===== config.mk =====
export PLATFORM = sky130hd
export DESIGN_NAME = tcp_segment_receive_checker_top
export DESIGN_NICKNAME = d
export VERILOG_FILES = /design/src/rtl/tsrc_pkg.sv /design/src/rtl/tcp_segment_receive_checker_top.sv
export SDC_FILE = /design/constraint.sdc
export NUM_CORES = 2
export LEC_CHECK = 0
export BUFFER_PORTS_ARGS = -buffer_cell sky130_fd_sc_hd__buf_2
export CAP_MARGIN = 40
export CELL_PAD_IN_SITES_DETAIL_PLACEMENT = 1
export CELL_PAD_IN_SITES_GLOBAL_PLACEMENT = 1
export CORE_MARGIN = 2
export CORE_UTILIZATION = 45
export CTS_CLUSTER_SIZE = 28
export DETAILED_ROUTE_END_ITERATION = 10
export PLACE_DENSITY = 0.77
export SETUP_SLACK_MARGIN = 0.5
export SLEW_MARGIN = 20
export SYNTH_ARGS = -nofsm -noshare
export SYNTH_HDL_FRONTEND = slang
export SYNTH_SLANG_ARGS = --single-unit

===== constraint.sdc =====
create_clock -name clk -period 17.4 [get_ports clk]
set_input_delay 3.48 -clock clk [delete_from_list [all_inputs] [get_ports clk]]
set_output_delay 3.48 -clock clk [all_outputs]
set_load 0.02 [all_outputs]

===== src/rtl/tsrc_pkg.sv =====
// Package with item types, codes and constants for the TCP segment receive checker.
`default_nettype none
package tsrc_pkg;
    localparam int Entries = 8;
    localparam int IdxW = 3;

    localparam logic [1:0] OP_WORD    = 2'd0;
    localparam logic [1:0] OP_OPEN    = 2'd1;
    localparam logic [1:0] OP_FINWAIT = 2'd2;
    localparam logic [1:0] OP_RELEASE = 2'd3;

    localparam logic [2:0] ST_SYN_SENT    = 3'd0;
    localparam logic [2:0] ST_ESTABLISHED = 3'd1;
    localparam logic [2:0] ST_FIN_WAIT_1  = 3'd2;
    localparam logic [2:0] ST_FIN_WAIT_2  = 3'd3;
    localparam logic [2:0] ST_CLOSED      = 3'd5;

    localparam logic [1:0] STAT_OK    = 2'd0;
    localparam logic [1:0] STAT_BADCS = 2'd1;
    localparam logic [1:0] STAT_NOCON = 2'd2;

    localparam logic [7:0] FLAG_ACK = 8'h10;
    localparam logic [7:0] FLAG_SYN = 8'h02;
    localparam logic [7:0] FLAG_FIN = 8'h01;

    typedef struct packed {
        logic [1:0]  operation;
        logic [2:0]  entry_index;
        logic [31:0] remote_addr;
        logic [31:0] local_addr;
        logic [15:0] local_port;
        logic [15:0] remote_port;
        logic [31:0] seq_value;
        logic [31:0] ack_value;
        logic [15:0] data_word;
        logic [1:0]  last_byte_count;
        logic        last_word;
    } in_item_t;

    typedef struct packed {
        logic [1:0]  status;
        logic        ack_mismatch;
        logic        send_ack;
        logic [31:0] reply_seq;
        logic [31:0] reply_ack;
        logic [2:0]  matched_entry;
        logic [2:0]  new_state;
    } out_item_t;

    function automatic logic [15:0] fold16(input logic [19:0] s);
        logic [16:0] t;
        t = {1'b0, s[15:0]} + {13'd0, s[19:16]};
        return t[15:0] + {15'd0, t[16]};
    endfunction
endpackage
`default_nettype wire


===== src/rtl/tcp_segment_receive_checker_top.sv =====
// Top level of the TCP segment receive checker: table, checksum and state update.
// A result is registered and appears in the cycle after the last word of a segment is taken.
// Throughput: one item per cycle; busy is always low and results cannot be stalled.
// The work for an item is done between the item's capture and the result register.
// Reset clears all entry valid bits, the running sum, word count and parsed header.
`default_nettype none
module tcp_segment_receive_checker_top (
    input  wire logic                 clk,
    input  wire logic                 rst_n,
    input  wire logic                 start,
    output logic                      busy,
    input  wire tsrc_pkg::in_item_t   in_item,
    output logic                      strobe,
    output tsrc_pkg::out_item_t       out_item
);
    import tsrc_pkg::*;

    logic [Entries-1:0] valid_reg;
    logic [31:0] raddr_reg [Entries];
    logic [31:0] laddr_reg [Entries];
    logic [31:0] ports_reg [Entries];
    logic [2:0]  cstate_reg [Entries];
    logic [31:0] seq_reg [Entries];
    logic [31:0] ack_reg [Entries];

    logic [15:0] sum_reg, sum_next;
    logic [15:0] cnt_reg, cnt_next;
    logic [63:0] hdr0_reg, hdr0_next, hdr1_reg, hdr1_next;
    logic        strobe_reg;
    out_item_t   out_reg, out_next;

    logic        take, seg, last, odd, csok, hit;
    logic [15:0] word, len, fsum;
    logic [19:0] psum;
    logic [IdxW-1:0] hidx;
    logic [15:0] sport, dport;
    logic [31:0] sseq, sack, nseq, nack;
    logic [7:0]  flags;
    logic [2:0]  st, nst;
    logic        upd, sendack;

    assign busy = 1'b0;
    assign take = start;
    assign seg  = take && in_item.operation == OP_WORD;
    assign last = in_item.last_word;
    assign odd  = last && in_item.last_byte_count == 2'd1;
    assign word = odd ? {in_item.data_word[15:8], 8'h00} : in_item.data_word;

    always_comb
    begin
        hdr0_next = hdr0_reg;
        hdr1_next = hdr1_reg;
        case (cnt_reg)
            16'd0: hdr0_next[63:48] = word;
            16'd1: hdr0_next[47:32] = word;
            16'd2: hdr0_next[31:16] = word;
            16'd3: hdr0_next[15:0]  = word;
            16'd4: hdr1_next[63:48] = word;
            16'd5: hdr1_next[47:32] = word;
            16'd6: hdr1_next[7:0]   = word[7:0];
            default: ;
        endcase
        sum_next = fold16({4'd0, sum_reg} + {4'd0, word});
        cnt_next = (cnt_reg == 16'hffff) ? cnt_reg : cnt_reg + 16'd1;
    end

    assign len  = {cnt_next[14:0], 1'b0} - {15'd0, odd};
    assign psum = {4'd0, sum_next} + {4'd0, in_item.remote_addr[31:16]}
                + {4'd0, in_item.remote_addr[15:0]} + {4'd0, in_item.local_addr[31:16]}
                + {4'd0, in_item.local_addr[15:0]} + 20'd6 + {4'd0, len};
    assign fsum = fold16(psum);
    assign csok = fsum == 16'hffff;

    assign sport = hdr0_next[63:48];
    assign dport = hdr0_next[47:32];
    assign sseq  = hdr0_next[31:0];
    assign sack  = hdr1_next[63:32];
    assign flags = hdr1_next[7:0];

    always_comb
    begin
        hit = 1'b0;
        hidx = '0;
        for (int i = Entries - 1; i >= 0; i--)
        begin
            if (valid_reg[i] && raddr_reg[i] == in_item.remote_addr
                && laddr_reg[i] == in_item.local_addr
                && ports_reg[i] == {dport, sport})
            begin
                hit = 1'b1;
                hidx = IdxW'(i);
            end
        end
    end

    always_comb
    begin
        st = cstate_reg[hidx];
        nst = st;
        nseq = seq_reg[hidx];
        nack = ack_reg[hidx];
        upd = 1'b0;
        sendack = 1'b0;
        if (st == ST_SYN_SENT && (flags & FLAG_ACK) != 0 && (flags & FLAG_SYN) != 0)
        begin
            nst = ST_ESTABLISHED; nseq = sack; nack = sseq + 32'd1;
            upd = 1'b1; sendack = 1'b1;
        end
        else if (st == ST_FIN_WAIT_1 && (flags & FLAG_ACK) != 0)
        begin
            nst = ST_FIN_WAIT_2; upd = 1'b1;
        end
        else if (st == ST_FIN_WAIT_2 && (flags & FLAG_FIN) != 0)
        begin
            nst = ST_CLOSED; nseq = sack; nack = sseq + 32'd1;
            upd = 1'b1; sendack = 1'b1;
        end
        out_next = '0;
        if (!csok)
            out_next.status = STAT_BADCS;
        else if (!hit)
            out_next.status = STAT_NOCON;
        else
        begin
            out_next.status = STAT_OK;
            out_next.ack_mismatch = sack != seq_reg[hidx] + 32'd1;
            out_next.send_ack = sendack;
            out_next.reply_seq = nseq;
            out_next.reply_ack = nack;
            out_next.matched_entry = hidx;
            out_next.new_state = nst;
        end
    end

    always_ff @(posedge clk or negedge rst_n)
    begin
        if (!rst_n)
        begin
            valid_reg  <= '0;
            sum_reg    <= '0;
            cnt_reg    <= '0;
            hdr0_reg   <= '0;
            hdr1_reg   <= '0;
            strobe_reg <= 1'b0;
        end
        else
        begin
            strobe_reg <= seg && last;
            if (seg)
            begin
                if (last)
                begin
                    sum_reg <= '0; cnt_reg <= '0; hdr0_reg <= '0; hdr1_reg <= '0;
                end
                else
                begin
                    sum_reg <= sum_next; cnt_reg <= cnt_next;
                    hdr0_reg <= hdr0_next; hdr1_reg <= hdr1_next;
                end
            end
            if (take && in_item.operation == OP_OPEN)
                valid_reg[in_item.entry_index] <= 1'b1;
            if (take && in_item.operation == OP_RELEASE)
                valid_reg[in_item.entry_index] <= 1'b0;
        end
    end

    always_ff @(posedge clk)
    begin
        out_reg <= out_next;
        if (take && in_item.operation == OP_OPEN)
        begin
            raddr_reg[in_item.entry_index]  <= in_item.remote_addr;
            laddr_reg[in_item.entry_index]  <= in_item.local_addr;
            ports_reg[in_item.entry_index]  <= {in_item.local_port, in_item.remote_port};
            cstate_reg[in_item.entry_index] <= ST_SYN_SENT;
            seq_reg[in_item.entry_index]    <= in_item.seq_value;
            ack_reg[in_item.entry_index]    <= in_item.ack_value;
        end
        else if (take && in_item.operation == OP_FINWAIT && valid_reg[in_item.entry_index])
            cstate_reg[in_item.entry_index] <= ST_FIN_WAIT_1;
        else if (seg && last && csok && hit && upd)
        begin
            cstate_reg[hidx] <= nst;
            seq_reg[hidx]    <= nseq;
            ack_reg[hidx]    <= nack;
        end
    end

    assign strobe   = strobe_reg;
    assign out_item = out_reg;

    a_strobe_follows_last: assert property (@(posedge clk) disable iff (!rst_n)
        (start && in_item.operation == OP_WORD && in_item.last_word) |=> strobe)
        else $error("missing result after last word");
    a_no_spurious: assert property (@(posedge clk) disable iff (!rst_n)
        !(start && in_item.operation == OP_WORD && in_item.last_word) |=> !strobe)
        else $error("result without last word");
    a_fail_zero: assert property (@(posedge clk) disable iff (!rst_n)
        (strobe && out_item.status != STAT_OK) |-> (out_item.send_ack == 1'b0
        && out_item.reply_seq == 32'd0 && out_item.ack_mismatch == 1'b0))
        else $error("failed item carries data");
endmodule
`default_nettype wire


==> flow_metrics.tcl <==
set metrics [dict create \
    cts.htree.levels 4 \
    hold_slack_ns 0.486 \
    synth.most_common_cell "edfxtp_1" \
    layout-drive-gt1-share_pct 18.6 \
    clk_transition_reported_paths_ns 0.06 \
    avgRoutedWirePerCell_microns 36.5 \
    synthTopCellsByCount "edfxtp_1 (1304), xnor2_1 (509), nand2_1 (502)" \
    skew_ns 0.0675 \
    status "complete, but fails checks" \
    yosysUniqueCellTypes 105 \
    cp_max_fo 7 \
    nets 7113 \
    rsz0062_at_grt "yes" \
    avgSynthCellArea_sq_um 12.1 \
    max-slew-margin-rel_pct 31.7 \
    synth_edf_count 1304 \
    antenna_found_initial 35 \
    dp_hpwl_microns 226000 \
    gr-total-overflow 0 \
    hold_violations 0 \
    fp.dieH_microns 411 \
    cp-end-kind "register" \
    postSynth.asyncResetShare_pct 9.22 \
    powerDensity_nw_per_um2 134 \
    yosysSeqAreaShare_pct 59.2 \
    p_leak_uw 0.0313 \
    grt_first_pass_wirelength_microns 453000 \
    fin_crit_ns 17.49 \
    insertion_delay_ns 0.85 \
    track_usage_pct 37.7 \
    crit_path_start_kind "input pin" \
    ys.flop_type "edfxtp_1" \
    io_buffers 261 \
    boundaryPins 263 \
    fmax_mhz 57.2 \
    cts_tree "yes" \
    synth_top_cell_by_area "edfxtp_1" \
    core_sq_um 165000 \
    nFillCells 16800 \
    power.total_uw 12000 \
    ant_nets 0 \
    num_rows 149 \
    slowest_delay_ns 0.53 \
    area_delta_synth_final_pct 19.8 \
    timing.final.ws_setup_ns -0.0878 \
    final-setup-viol-count 290 \
    finalMaxSlewViolations 0 \
    die_x_microns 411 \
    postCtsHoldBufs 0 \
    finalWirelength_microns 334000 \
    cts_buffers 165 \
    syn_nets 6490 \
    gp_congestion 1.04 \
    hold_path.class "reg2reg" \
    fin_crit_sh_pct 101 \
    critical_path_class "in2reg" \
    syn_area_sq_um 74600 \
    violations "setup timing" \
    yosysTopAreaCellShare_pct 52.5 \
    crit_buf_inv 11 \
    vias 60300 \
    viasPerCell 6.59 \
    ir_drop_mv 0.233 \
    synth_area_leaders "edfxtp_1 (52%), xnor2_1 (6.0%), dfrtp_1 (4.7%), mux2i_1 (2.9%), nand2_1 (2.5%)" \
    first_iter_violations 8427 \
    synth-seq-cells 1518 \
    critPathMostFrequentCell "o21ai_2" \
    worstPathArrival_ns 18.01 \
    yosys_warnings 0 \
    cts_root_buffer "clkbuf_16" \
    drv_cap 0 \
    drc 0 \
    cp_top_family "adder cells" \
    clockBufferDepth 3 \
    die_area_sq_um 169000 \
    required_ns 17.93 \
    grt_pass1_vias 60400 \
    grt_max_degree 70 \
    initial_utilization_pct 45.3 \
    first_pass_iters 6 \
    synth_cells 6179 \
    slowest_stage "fa_1" \
    worst_pin_slew_ns 1.01 \
    cts_sinks 1518 \
]
[tightest hold or removal path, cell delays in order, from the launching register on]
cell and delay (ns):
dfrtp_1 0.34, nand2_1 0.05, o21ai_0 0.06
[timing repair]
action,CTS,global route
resized for setup,61,208
setup endpoints to repair,1140,1146
pin swaps,36,42
endpoints found under the hold margin,0,0
buffers inserted,47,44
gates cloned,6,18
[power breakdown]
group / internal (uW) / total [uW] / switching [uW] / leakage, uW
sequential: 4010 / 4070 / 61.2 / 0.0143
combinational: 1880 / 4360 / 2470 / 0.0144
clock: 1990 / 3570 / 1590 / 0.00260
total: 7880 / 12000 / 4120 / 0.0313
[worst paths after layout]
check	start	endpoint	slack, ns	cells after the start
max	in_item[2]	seq_reg[7][13]	-0.09	87
min	hdr0_reg[15]	hdr0_reg[15]	0.49	2
max reg2reg	sum_reg[1]	seq_reg[7][13]	2.56	82
min reg2reg	hdr0_reg[15]	hdr0_reg[15]	0.49	2
max in group asynchronous	rst_n	valid_reg[1]	13.58	2
min in group asynchronous	rst_n	cnt_reg[6]	2.63	1
[cells by family after synthesis]
group,Yosys count,share of synthesized area [%]
adders and majority gates,129,2.79
other,1,0.00503
muxes,272,3.81
DFF,1518,59.2
xor gates and xnor gates,710,8.34
buffers and inverters,541,2.86
AOI/OAI and AO/OA,1078,9.74
and+or+nand+nor,1930,13.3
[cell usage in the layout, fill, tap and decap left out, types with 29 or more instances in the layout]
cell	synthesis	layout
edfxtp_1	1304	1304
xnor2_1	509	507
nand2_1	502	475
buf_4	6	363
nor2_1	363	339
buf_2	36	269
inv_1	234	229
a21oi_1	228	215
mux2i_1	217	206
xor2_1	201	199
nand4_1	188	188
clkbuf_16	0	184
o21ai_0	241	173
nand2b_1	160	160
dfrtp_1	140	140
nand3_1	145	139
nor4_1	142	131
nor3_1	99	95
o22ai_1	90	90
a211oi_1	88	87
nor2b_1	75	74
dfxtp_1	74	74
and3_1	69	68
fa_1	64	62
buf_12	0	54
ha_1	60	49
a22o_1	48	48
mux2_2	44	44
clkbuf_1	232	39
a21o_1	38	38
o21ai_1	7	35
clkinv_2	0	34
clkinv_1	5	33
or4_1	33	33
o211ai_1	31	31
a221oi_1	30	30
o2bb2ai_1	30	30
o2111ai_1	30	30
o21ai_4	0	29
[area by class of cell]
| class | count | area [sq um] | share of cell area (%) |
|---|---|---|---|
| Antenna cell | 11 | 27.5 | 0.0308 |
| Clock buffer | 213 | 4420 | 4.95 |
| Clock inverter | 97 | 915 | 1.02 |
| Inverter | 239 | 912 | 1.02 |
| Multi-Input combinational cell | 4120 | 29600 | 33.1 |
| Sequential cell | 1518 | 44100 | 49.4 |
| Tap cell | 2189 | 2740 | 3.07 |
| Timing Repair Buffer | 758 | 6570 | 7.36 |
[metal layers]
metal / wire (microns) / GRT usage, % / up-vias
met1: 121000 / 47.4 / 30800
met4: 26800 / 24.3 / 20
met2: 152000 / 59.9 / 4102
met5: 129 / 0 / -
met3: 33300 / 7.22 / 1169
li1: - / - / 24300
[stage by stage]
| step | setup TNS (ns) | instances | util (%) | worst slack [ns] | cell area [sq um] |
|---|---|---|---|---|---|
| 6_report | -11.31 | 9145 | 54.2 | -0.0878 | 89300 |
| 5_1_grt | -642.49 | 9142 | 54.2 | -0.786 | 89300 |
| 4_1_cts | 0 | 9061 | 53.1 | 0.493 | 87500 |
| 3_5_place_dp | -1025.44 | 8698 | 49.4 | -1.18 | 81500 |
| 3_3_place_gp | -335.26 | 8661 | 49.1 | -0.447 | 81000 |
| 2_1_floorplan | -92.99 | 6179 | - | -0.208 | 74900 |
Note: power is estimated with default switching activity, not from simulation.
